**src/rtl/sfs_pkg.sv**
```systemverilog
// Sprite frame sequencer package: widths, command kinds, play modes and
// configuration register indexes shared by the interfaces and the RTL.
// No dependencies.
`default_nettype none

package sfs_pkg;

    localparam int MAX_FRAMES_DEF = 64;

    localparam int KIND_W     = 3;
    localparam int DELTA_W    = 16;
    localparam int FRAME_W    = 6;
    localparam int DUR_W      = 16;
    localparam int MODE_W     = 2;
    localparam int COUNT_W    = 7;
    localparam int SPEED_W    = 16;
    localparam int ELAPSED_W  = 24;
    localparam int CFG_IDX_W  = 2;
    localparam int CFG_DATA_W = 16;

    localparam int CLIP_LIMIT = 64;

    localparam logic [COUNT_W-1:0]    FRAME_COUNT_RST = 7'd1;
    localparam logic [SPEED_W-1:0]    SPEED_RST       = 16'd256;

    typedef enum logic [KIND_W-1:0] {
        KIND_TICK      = 3'd0,
        KIND_PLAY      = 3'd1,
        KIND_PLAY_FROM = 3'd2,
        KIND_REVERSE   = 3'd3,
        KIND_STOP      = 3'd4,
        KIND_RESUME    = 3'd5
    } t_kind;

    typedef enum logic [MODE_W-1:0] {
        MODE_ONCE      = 2'd0,
        MODE_LOOP      = 2'd1,
        MODE_REV_ONCE  = 2'd2,
        MODE_REV_LOOP  = 2'd3
    } t_mode;

    typedef enum logic [CFG_IDX_W-1:0] {
        CFG_FRAME_COUNT = 2'd0,
        CFG_INIT_MODE   = 2'd1,
        CFG_SPEED       = 2'd2
    } t_cfg_idx;

endpackage

`default_nettype wire

```
**src/rtl/sfs_req_if.sv**
```systemverilog
// Request channel of the sprite frame sequencer: valid, ready and one command.
// Depends on sfs_pkg.
`default_nettype none

interface sfs_req_if;
    import sfs_pkg::*;

    logic                 valid;
    logic                 ready;
    logic [KIND_W-1:0]    kind;
    logic [DELTA_W-1:0]   delta;
    logic [FRAME_W-1:0]   start_frame;
    logic                 load_enable;
    logic [FRAME_W-1:0]   frame_index;
    logic [DUR_W-1:0]     frame_duration;

    modport source (
        output valid, kind, delta, start_frame, load_enable, frame_index, frame_duration,
        input  ready
    );

    modport sink (
        input  valid, kind, delta, start_frame, load_enable, frame_index, frame_duration,
        output ready
    );
endinterface

`default_nettype wire

```
**src/rtl/sfs_rsp_if.sv**
```systemverilog
// Response channel of the sprite frame sequencer: valid, ready and frame status.
// Depends on sfs_pkg.
`default_nettype none

interface sfs_rsp_if;
    import sfs_pkg::*;

    logic                 valid;
    logic                 ready;
    logic [FRAME_W-1:0]   current_frame;
    logic                 playing;
    logic [MODE_W-1:0]    mode;
    logic                 frame_changed;

    modport source (
        output valid, current_frame, playing, mode, frame_changed,
        input  ready
    );

    modport sink (
        input  valid, current_frame, playing, mode, frame_changed,
        output ready
    );
endinterface

`default_nettype wire

```
**src/rtl/sprite_frame_sequencer_top.sv**
```systemverilog
// Sprite frame sequencer top level: command register, frame step logic,
// duration table and response register. Depends on sfs_pkg, sfs_req_if,
// sfs_rsp_if and sfs_dur_ram.
//
//   port      | dir | handshake     | carries
//   ----------+-----+---------------+-----------------------------------------
//   i_req     | in  | valid/ready   | kind, delta, start_frame, duration load
//   o_rsp     | out | valid/ready   | current_frame, playing, mode, changed
//   i_cfg_*   | in  | write enable  | frame_count, initial_mode, speed
//
// One request per cycle sustained while o_rsp is ready; each request passes
// through the command register and then the response register.
// The duration of the current frame is read ahead from the duration
// table, so a tick sees it without waiting. Reset clears control state
// only; table entries stay undefined until loaded. A stalled response
// holds the command register, which then holds i_req.ready low.
`default_nettype none

module sprite_frame_sequencer_top #(
    parameter int MAX_FRAMES = sfs_pkg::MAX_FRAMES_DEF
) (
    input  wire logic                           i_clk,
    input  wire logic                           i_rst_n,
    sfs_req_if.sink                             i_req,
    sfs_rsp_if.source                           o_rsp,
    input  wire logic                           i_cfg_we,
    input  wire logic [sfs_pkg::CFG_IDX_W-1:0]  i_cfg_idx,
    input  wire logic [sfs_pkg::CFG_DATA_W-1:0] i_cfg_wdata
);
    import sfs_pkg::*;

    localparam int ADDR_W   = $clog2(MAX_FRAMES);
    localparam int CLIP_MAX = (MAX_FRAMES < CLIP_LIMIT) ? MAX_FRAMES : CLIP_LIMIT;
    localparam logic [ELAPSED_W-1:0] ELAPSED_SAT = '1;

    // command register
    logic                 r_in_vld;
    logic [KIND_W-1:0]    r_kind;
    logic [DELTA_W-1:0]   r_delta;
    logic [FRAME_W-1:0]   r_start_frame;
    logic                 r_load;
    logic [FRAME_W-1:0]   r_frame_index;
    logic [DUR_W-1:0]     r_frame_duration;

    // sequencer state
    logic [COUNT_W-1:0]   r_frame_count;
    logic [SPEED_W-1:0]   r_speed;
    logic [FRAME_W-1:0]   r_frame_now;
    logic [FRAME_W-1:0]   r_frame_start;
    logic                 r_playing;
    t_mode                r_mode;
    logic [ELAPSED_W-1:0] r_elapsed;
    logic                 r_dur_oob;

    logic [FRAME_W-1:0]   n_frame_now;
    logic [FRAME_W-1:0]   n_frame_start;
    logic                 n_playing;
    t_mode                n_mode;
    logic [ELAPSED_W-1:0] n_elapsed;

    // response register
    logic                 r_out_vld;
    logic [FRAME_W-1:0]   r_out_frame;
    logic                 r_out_playing;
    t_mode                r_out_mode;
    logic                 r_out_changed;

    logic                 w_fire;
    logic [COUNT_W-1:0]   w_len;
    logic [COUNT_W-1:0]   w_last;
    logic [COUNT_W-1:0]   w_up;
    logic [COUNT_W-1:0]   w_down;
    logic [31:0]          w_prod;
    logic [32:0]          w_sum;
    logic [ELAPSED_W-1:0] w_elapsed;
    logic [DUR_W-1:0]     w_rd_data;
    logic [DUR_W-1:0]     w_dur;
    logic [FRAME_W-1:0]   w_step_frame;
    logic                 w_step_stop;
    logic [ADDR_W-1:0]    w_rd_addr;
    logic                 w_wr_en;

    assign w_fire      = r_in_vld && (!r_out_vld || o_rsp.ready);
    assign i_req.ready = !r_in_vld || w_fire;

    always_ff @(posedge i_clk) begin
        if (!i_rst_n) begin
            r_in_vld <= 1'b0;
        end else if (i_req.valid && i_req.ready) begin
            r_in_vld <= 1'b1;
        end else if (w_fire) begin
            r_in_vld <= 1'b0;
        end
    end

    always_ff @(posedge i_clk) begin
        if (i_req.valid && i_req.ready) begin
            r_kind           <= i_req.kind;
            r_delta          <= i_req.delta;
            r_start_frame    <= i_req.start_frame;
            r_load           <= i_req.load_enable;
            r_frame_index    <= i_req.frame_index;
            r_frame_duration <= i_req.frame_duration;
        end
    end

    always_comb begin
        if (r_frame_count == '0) begin
            w_len = COUNT_W'(1);
        end else if (32'(r_frame_count) > CLIP_MAX) begin
            w_len = COUNT_W'(CLIP_MAX);
        end else begin
            w_len = r_frame_count;
        end
    end

    assign w_last = w_len - COUNT_W'(1);
    assign w_up   = {1'b0, r_frame_now} + COUNT_W'(1);
    assign w_down = {1'b0, r_frame_now} - COUNT_W'(1);

    // frame step on a finished duration
    always_comb begin
        w_step_frame = r_frame_now;
        w_step_stop  = 1'b0;
        unique case (r_mode)
            MODE_ONCE: begin
                if (w_up >= w_last) begin
                    w_step_frame = FRAME_W'((w_up > w_last) ? w_last : w_up);
                    w_step_stop  = 1'b1;
                end else begin
                    w_step_frame = FRAME_W'(w_up);
                end
            end
            MODE_LOOP: begin
                if (w_up >= w_len) begin
                    w_step_frame = r_frame_start;
                end else begin
                    w_step_frame = FRAME_W'(w_up);
                end
            end
            MODE_REV_ONCE: begin
                if (r_frame_now == '0) begin
                    w_step_stop = 1'b1;
                end else begin
                    w_step_frame = FRAME_W'(w_down);
                    w_step_stop  = (FRAME_W'(w_down) <= r_frame_start);
                end
            end
            MODE_REV_LOOP: begin
                if (r_frame_now == '0 || FRAME_W'(w_down) < r_frame_start) begin
                    w_step_frame = FRAME_W'(w_last);
                end else begin
                    w_step_frame = FRAME_W'(w_down);
                end
            end
            default: begin
                w_step_frame = r_frame_now;
            end
        endcase
    end

    assign w_prod    = 32'(r_delta) * 32'(r_speed);
    assign w_sum     = 33'(r_elapsed) + 33'(w_prod);
    assign w_elapsed = (w_sum > 33'(ELAPSED_SAT)) ? ELAPSED_SAT : w_sum[ELAPSED_W-1:0];
    assign w_dur     = r_dur_oob ? '0 : w_rd_data;

    always_comb begin
        n_frame_now   = r_frame_now;
        n_frame_start = r_frame_start;
        n_playing     = r_playing;
        n_mode        = r_mode;
        n_elapsed     = r_elapsed;
        if (w_fire) begin
            unique case (r_kind)
                KIND_TICK: begin
                    if (r_playing) begin
                        if (w_elapsed >= {w_dur, 8'h00}) begin
                            n_frame_now = w_step_frame;
                            n_playing   = !w_step_stop;
                            n_elapsed   = '0;
                        end else begin
                            n_elapsed   = w_elapsed;
                        end
                    end
                end
                KIND_PLAY: begin
                    n_playing = 1'b1;
                    if (r_mode == MODE_ONCE || r_mode == MODE_LOOP) begin
                        n_frame_now = r_frame_start;
                    end else begin
                        n_frame_now = FRAME_W'(w_last);
                    end
                end
                KIND_PLAY_FROM: begin
                    n_playing     = 1'b1;
                    n_frame_start = r_start_frame;
                    n_frame_now   = r_start_frame;
                end
                KIND_REVERSE: begin
                    n_playing = 1'b1;
                    n_mode    = t_mode'({~r_mode[1], r_mode[0]});
                end
                KIND_STOP: begin
                    n_playing = 1'b0;
                end
                KIND_RESUME: begin
                    n_playing = 1'b1;
                end
                default: begin
                    n_playing = r_playing;
                end
            endcase
        end
        if (i_cfg_we && i_cfg_idx == CFG_INIT_MODE) begin
            n_mode = t_mode'(i_cfg_wdata[MODE_W-1:0]);
        end
    end

    always_ff @(posedge i_clk) begin
        if (!i_rst_n) begin
            r_frame_count <= FRAME_COUNT_RST;
            r_speed       <= SPEED_RST;
            r_frame_now   <= '0;
            r_frame_start <= '0;
            r_playing     <= 1'b0;
            r_mode        <= MODE_ONCE;
            r_elapsed     <= '0;
            r_dur_oob     <= 1'b0;
        end else begin
            r_frame_now   <= n_frame_now;
            r_frame_start <= n_frame_start;
            r_playing     <= n_playing;
            r_mode        <= n_mode;
            r_elapsed     <= n_elapsed;
            r_dur_oob     <= (32'(n_frame_now) >= MAX_FRAMES);
            if (i_cfg_we && i_cfg_idx == CFG_FRAME_COUNT) begin
                r_frame_count <= i_cfg_wdata[COUNT_W-1:0];
            end
            if (i_cfg_we && i_cfg_idx == CFG_SPEED) begin
                r_speed <= i_cfg_wdata[SPEED_W-1:0];
            end
        end
    end

    // look up the duration of the frame that the next request will see
    assign w_rd_addr = i_rst_n ? ADDR_W'(n_frame_now) : '0;
    assign w_wr_en   = w_fire && r_load && (32'(r_frame_index) < MAX_FRAMES);

    sfs_dur_ram #(
        .MAX_FRAMES (MAX_FRAMES),
        .ADDR_W     (ADDR_W)
    ) u_dur_ram (
        .i_clk      (i_clk),
        .i_wr_en    (w_wr_en),
        .i_wr_addr  (ADDR_W'(r_frame_index)),
        .i_wr_data  (r_frame_duration),
        .i_rd_addr  (w_rd_addr),
        .o_rd_data  (w_rd_data)
    );

    always_ff @(posedge i_clk) begin
        if (!i_rst_n) begin
            r_out_vld <= 1'b0;
        end else if (w_fire) begin
            r_out_vld <= 1'b1;
        end else if (o_rsp.ready) begin
            r_out_vld <= 1'b0;
        end
    end

    always_ff @(posedge i_clk) begin
        if (w_fire) begin
            r_out_frame   <= n_frame_now;
            r_out_playing <= n_playing;
            r_out_mode    <= n_mode;
            r_out_changed <= (n_frame_now != r_frame_now);
        end
    end

    assign o_rsp.valid         = r_out_vld;
    assign o_rsp.current_frame = r_out_frame;
    assign o_rsp.playing       = r_out_playing;
    assign o_rsp.mode          = r_out_mode;
    assign o_rsp.frame_changed = r_out_changed;

endmodule

`default_nettype wire

```
**src/rtl/sfs_dur_ram.sv**
```systemverilog
// Frame duration table: one write port, one registered read port with
// write-to-read forwarding. Depends on sfs_pkg.
`default_nettype none

module sfs_dur_ram #(
    parameter int MAX_FRAMES = sfs_pkg::MAX_FRAMES_DEF,
    parameter int ADDR_W     = $clog2(MAX_FRAMES)
) (
    input  wire logic                      i_clk,
    input  wire logic                      i_wr_en,
    input  wire logic [ADDR_W-1:0]         i_wr_addr,
    input  wire logic [sfs_pkg::DUR_W-1:0] i_wr_data,
    input  wire logic [ADDR_W-1:0]         i_rd_addr,
    output logic      [sfs_pkg::DUR_W-1:0] o_rd_data
);
    import sfs_pkg::*;

    logic [DUR_W-1:0] r_mem [MAX_FRAMES];
    logic [DUR_W-1:0] r_rd_data;
    logic [DUR_W-1:0] r_fwd_data;
    logic             r_fwd;

    always_ff @(posedge i_clk) begin
        if (i_wr_en) begin
            r_mem[i_wr_addr] <= i_wr_data;
        end
        r_rd_data  <= r_mem[i_rd_addr];
        r_fwd      <= i_wr_en && (i_wr_addr == i_rd_addr);
        r_fwd_data <= i_wr_data;
    end

    assign o_rd_data = r_fwd ? r_fwd_data : r_rd_data;

endmodule

`default_nettype wire

```
**src/flat_wrapper.sv**
```systemverilog
// flat-port wrapper written by rule: the top's interface ports become plain ports
module sprite_frame_sequencer_top_flat import sfs_pkg::*;
#(
    parameter int MAX_FRAMES = sfs_pkg::MAX_FRAMES_DEF
)
  (i_clk, i_rst_n, i_cfg_we, i_cfg_idx, i_cfg_wdata, i_req_valid, i_req_kind, i_req_delta, i_req_start_frame, i_req_load_enable, i_req_frame_index, i_req_frame_duration, i_req_ready, o_rsp_valid, o_rsp_current_frame, o_rsp_playing, o_rsp_mode, o_rsp_frame_changed, o_rsp_ready);
  sfs_req_if i_req_i ();
  sfs_rsp_if o_rsp_i ();
  input  wire logic i_clk;
  input  wire logic i_rst_n;
  input  wire logic i_cfg_we;
  input  wire logic [sfs_pkg::CFG_IDX_W-1:0] i_cfg_idx;
  input  wire logic [sfs_pkg::CFG_DATA_W-1:0] i_cfg_wdata;
  input wire logic [$bits(i_req_i.valid)-1:0] i_req_valid;
  input wire logic [$bits(i_req_i.kind)-1:0] i_req_kind;
  input wire logic [$bits(i_req_i.delta)-1:0] i_req_delta;
  input wire logic [$bits(i_req_i.start_frame)-1:0] i_req_start_frame;
  input wire logic [$bits(i_req_i.load_enable)-1:0] i_req_load_enable;
  input wire logic [$bits(i_req_i.frame_index)-1:0] i_req_frame_index;
  input wire logic [$bits(i_req_i.frame_duration)-1:0] i_req_frame_duration;
  output wire logic [$bits(i_req_i.ready)-1:0] i_req_ready;
  output wire logic [$bits(o_rsp_i.valid)-1:0] o_rsp_valid;
  output wire logic [$bits(o_rsp_i.current_frame)-1:0] o_rsp_current_frame;
  output wire logic [$bits(o_rsp_i.playing)-1:0] o_rsp_playing;
  output wire logic [$bits(o_rsp_i.mode)-1:0] o_rsp_mode;
  output wire logic [$bits(o_rsp_i.frame_changed)-1:0] o_rsp_frame_changed;
  input wire logic [$bits(o_rsp_i.ready)-1:0] o_rsp_ready;
  assign i_req_i.valid = i_req_valid;
  assign i_req_i.kind = i_req_kind;
  assign i_req_i.delta = i_req_delta;
  assign i_req_i.start_frame = i_req_start_frame;
  assign i_req_i.load_enable = i_req_load_enable;
  assign i_req_i.frame_index = i_req_frame_index;
  assign i_req_i.frame_duration = i_req_frame_duration;
  assign i_req_ready = i_req_i.ready;
  assign o_rsp_valid = o_rsp_i.valid;
  assign o_rsp_current_frame = o_rsp_i.current_frame;
  assign o_rsp_playing = o_rsp_i.playing;
  assign o_rsp_mode = o_rsp_i.mode;
  assign o_rsp_frame_changed = o_rsp_i.frame_changed;
  assign o_rsp_i.ready = o_rsp_ready;
  sprite_frame_sequencer_top #(.MAX_FRAMES(MAX_FRAMES)) u_core (.i_clk(i_clk), .i_rst_n(i_rst_n), .i_req(i_req_i), .o_rsp(o_rsp_i), .i_cfg_we(i_cfg_we), .i_cfg_idx(i_cfg_idx), .i_cfg_wdata(i_cfg_wdata));
endmodule
```
**config.mk**
```make
export PLATFORM = sky130hd
export DESIGN_NAME = sprite_frame_sequencer_top_flat
export DESIGN_NICKNAME = d
export VERILOG_FILES = /design/src/rtl/sfs_pkg.sv /design/src/rtl/sfs_req_if.sv /design/src/rtl/sfs_rsp_if.sv /design/src/rtl/sprite_frame_sequencer_top.sv /design/src/rtl/sfs_dur_ram.sv /design/src/flat_wrapper.sv
export SDC_FILE = /design/constraint.sdc
export NUM_CORES = 2
export LEC_CHECK = 0
export ABC_AREA = 1
export BUFFER_PORTS_ARGS = -buffer_cell sky130_fd_sc_hd__buf_2
export CAP_MARGIN = 25
export CELL_PAD_IN_SITES_DETAIL_PLACEMENT = 1
export CELL_PAD_IN_SITES_GLOBAL_PLACEMENT = 2
export CORE_MARGIN = 5
export CORE_UTILIZATION = 38
export DETAILED_ROUTE_END_ITERATION = 10
export GPL_ROUTABILITY_DRIVEN = 0
export GPL_TIMING_DRIVEN = 1
export PLACE_DENSITY_LB_ADDON = 0.1
export SYNTH_ARGS = -nofsm -noshare
export SYNTH_HDL_FRONTEND = slang
export SYNTH_SLANG_ARGS = --single-unit
```
**constraint.sdc**
```tcl
create_clock -name i_clk -period 11.17 [get_ports i_clk]
set_clock_uncertainty 0.05 [all_clocks]
set_input_delay 0.5585 -clock i_clk [delete_from_list [all_inputs] [get_ports i_clk]]
set_output_delay 0.5585 -clock i_clk [all_outputs]
set_load 0.1 [all_outputs]
```
==> flow_metrics.tcl <==
set metrics [dict create \
    status "completed" \
    worst_setup_path_start_kind "register" \
    fp.dieW_microns 418 \
    htreeDepth 4 \
    clk_pin_slew_ps 60 \
    synth_common_cells "inv_1 (1,555), nand2_1 (1,228), edfxtp_1 (1,082)" \
    drive_gt1_share_pct 8.18 \
    syn_inst 6682 \
    synthArstFlopShare_pct 0 \
    synth_nets 7122 \
    netlist.top_cell.by_area "edfxtp_1" \
    setup_viol 0 \
    critPathMaxFanout 34 \
    placed_cells 8808 \
    rsz0062_at_grt "false" \
    track_usage_pct 24.6 \
    min_path_cells 4 \
    irDropWorstVdd_mv 0.186 \
    vias 47300 \
    relSlewSlack_pct 21.7 \
    synth_ff_type "edfxtp_1" \
    final_cell_area_sq_um 72700 \
    p_leak_nw 32.5 \
    synth-seq-area-share_pct 54.3 \
    postPlaceCellArea_sq_um 67300 \
    nets 7272 \
    drtAntennaViolNets 0 \
    overflow 0 \
    synth_seq_cells 1179 \
    hold_class "input port to register" \
    maxSlewViolCount 0 \
    cpMostUsedCell "nand2_1" \
    via_per_inst 5.17 \
    synth_area_sq_um 63400 \
    worst_pin_slew_ps 1170 \
    drt_wl_total_microns 215000 \
    grt_pass1_vias 49800 \
    core_area_sq_um 166000 \
    synthTopCellsByArea "edfxtp_1 (51%), inv_1 (9.2%), nand3_1 (8.1%)" \
    path_class "register to register" \
    drc_errors 0 \
    cts_made_buffers 142 \
    die_y_microns 418 \
    worstPathRequired_ps 11840 \
    end_kind "register" \
    powerDensity_nw_per_um2 157 \
    grt_first_pass_wirelength_microns 325000 \
    yosysUniqueCellTypes 44 \
    finalCritPeriodShare_pct 93.8 \
    cpPeakStageDelay_ps 630 \
    holdWs_ps 102 \
    clock_path_buffers 3 \
    yosysMostFrequentCell "inv_1" \
    die_area_sq_um 175000 \
    slowest_stage "dfxtp_1" \
    hpwl_microns 137000 \
    grt_max_degree 156 \
    ios 83 \
    wl_per_cell_microns 23.5 \
    cts-root-buf "clkbuf_16" \
    min_period_ps 10480 \
    portBuffers 82 \
    antenna_found_initial 5 \
    worst_ep_arrival_time_ps 11150 \
    rows 150 \
    cts_tree "built" \
    clock-sinks 1179 \
    synthToLayoutAreaGrowth_pct 14.6 \
    start_util_pct 38.1 \
    reg2reg_depth 47 \
    syn_area_per_cell_sq_um 9.49 \
    finalNonFillerCells 9146 \
    drtIter0Drc 3176 \
    max_freq_mhz 95.4 \
    netlist.area_leader.share_pct 51.2 \
    clock_latency_ps 790 \
    synth-edff-count 1082 \
    hold_viol_final 0 \
    yosys_warnings 0 \
    first_pass_iters 8 \
    cap_violations 0 \
    fin_setup_tns_ps 0 \
]
-- through the flow --
stage	total power (W)	utilization (%)	setup WS [ps]
floorplan	0.00621	-	2620
global placement	0.00697	40.4	335
detailed placement	0.00697	40.4	201
CTS	0.0115	43.5	124
global route	0.0119	43.7	21.0
finish	0.0114	43.7	692
-- cell usage in the layout, fill, tap and decap left out, drive strengths merged, types with 7 or more instances in the layout --
cell type and instances:
bufinv 8, dfxtp 97, o21ai 66, or2 17
clkbuf 175, clkinv 65, inv 1570, xnor2 14
dlygate4sd3 67, fa 219, a21oi 98, nand2 1230
ha 150, xor2 20, nor3 14, nor2 173
o211ai 8, buf 335, nand4 439, a31oi 7
nand3 1035, edfxtp 1082, mux2i 16
-- repair_timing --
action | 4_1_cts | 5_1_grt
endpoints found under the setup margin | 0 | 16
hold endpoints to repair | 68 | 0
resized for setup | 0 | 8
buffers inserted | 0 | 15
hold buffers | 67 | 0
-- worst max-delay path, delay by kind of cell (launching register included) --
family                   cells  cell delay (ps)
AO/OA/AOI/OAI                5             1040
AND/OR/NAND/NOR             22             3310
flip-flops                   1              630
adder cells (fa/ha/maj)      8             3540
buffers and inverters       12             1770
-- final timing paths --
path / slack, ps / start / endpoint
max reg2reg: 690 / u_core.r_speed[6] / u_core.u_dur_ram.r_rd_data[15]
min: 100 / i_cfg_idx[0] / u_core.r_frame_count[0]
max: 690 / u_core.r_speed[6] / u_core.u_dur_ram.r_rd_data[15]
min reg2reg: 410 / u_core.r_elapsed[8] / u_core.r_elapsed[8]
-- metal layers --
metal	global-route usage, %	routed length [microns]	vias up
li1	-	-	22000
met1	32.3	94200	24100
met2	43.2	107000	944
met3	2.76	8110	236
met4	6.96	5690	0
met5	0	0	-
-- final cells by class --
| type | instances | area [sq um] |
|---|---|---|
| tap | 2204 | 2760 |
| antenna | 2 | 5.00 |
| timing repair buffer | 402 | 3720 |
| inverter | 1569 | 5910 |
| multi-input combinational | 3538 | 21400 |
| clock buffer | 175 | 3790 |
| fill | 18600 | 93800 |
| clock inverter | 77 | 648 |
| sequential | 1179 | 34400 |
-- power breakdown --
part | switching [W] | leakage (nW) | internal [W]
Clock | 0.00191 | 2.18 | 0.00260
Combinational | 0.00137 | 19.7 | 0.000614
Sequential | 0.0000464 | 10.6 | 0.00486
Total | 0.00333 | 32.5 | 0.00807
-- registers in the layout (all words and copies together), names as in the netlist, 2 cells and up --
| name | count |
|---|---|
| u_core.r_delta | 16 |
| u_core.r_speed | 16 |
| u_core.o_rsp.current_frame | 6 |
| u_core.r_start_frame | 6 |
| u_core.r_elapsed | 24 |
| u_core.u_dur_ram.r_rd_data | 16 |
| u_core.r_frame_count | 7 |
| u_core.r_mode | 2 |
| u_core.r_kind | 3 |
| u_core.u_dur_ram.r_mem | 1024 |
| u_core.r_frame_index | 6 |
| u_core.r_frame_now | 6 |
| u_core.r_frame_start | 6 |
| u_core.u_dur_ram.r_fwd_data | 16 |
| u_core.r_frame_duration | 16 |
| u_core.o_rsp.mode | 2 |
-- cell families after synthesis --
| logic type | count (synthesis) | share of synthesized area [%] |
|---|---|---|
| adders and majority gates | 369 | 9.87 |
| buffers and inverters | 1965 | 12.1 |
| AOI/OAI and AO/OA | 203 | 1.75 |
| and+or+nand+nor | 2915 | 21.3 |
| xor gates and xnor gates | 34 | 0.470 |
| muxes | 17 | 0.270 |
| DFF | 1179 | 54.3 |
Note: power is estimated with default switching activity, not from simulation.
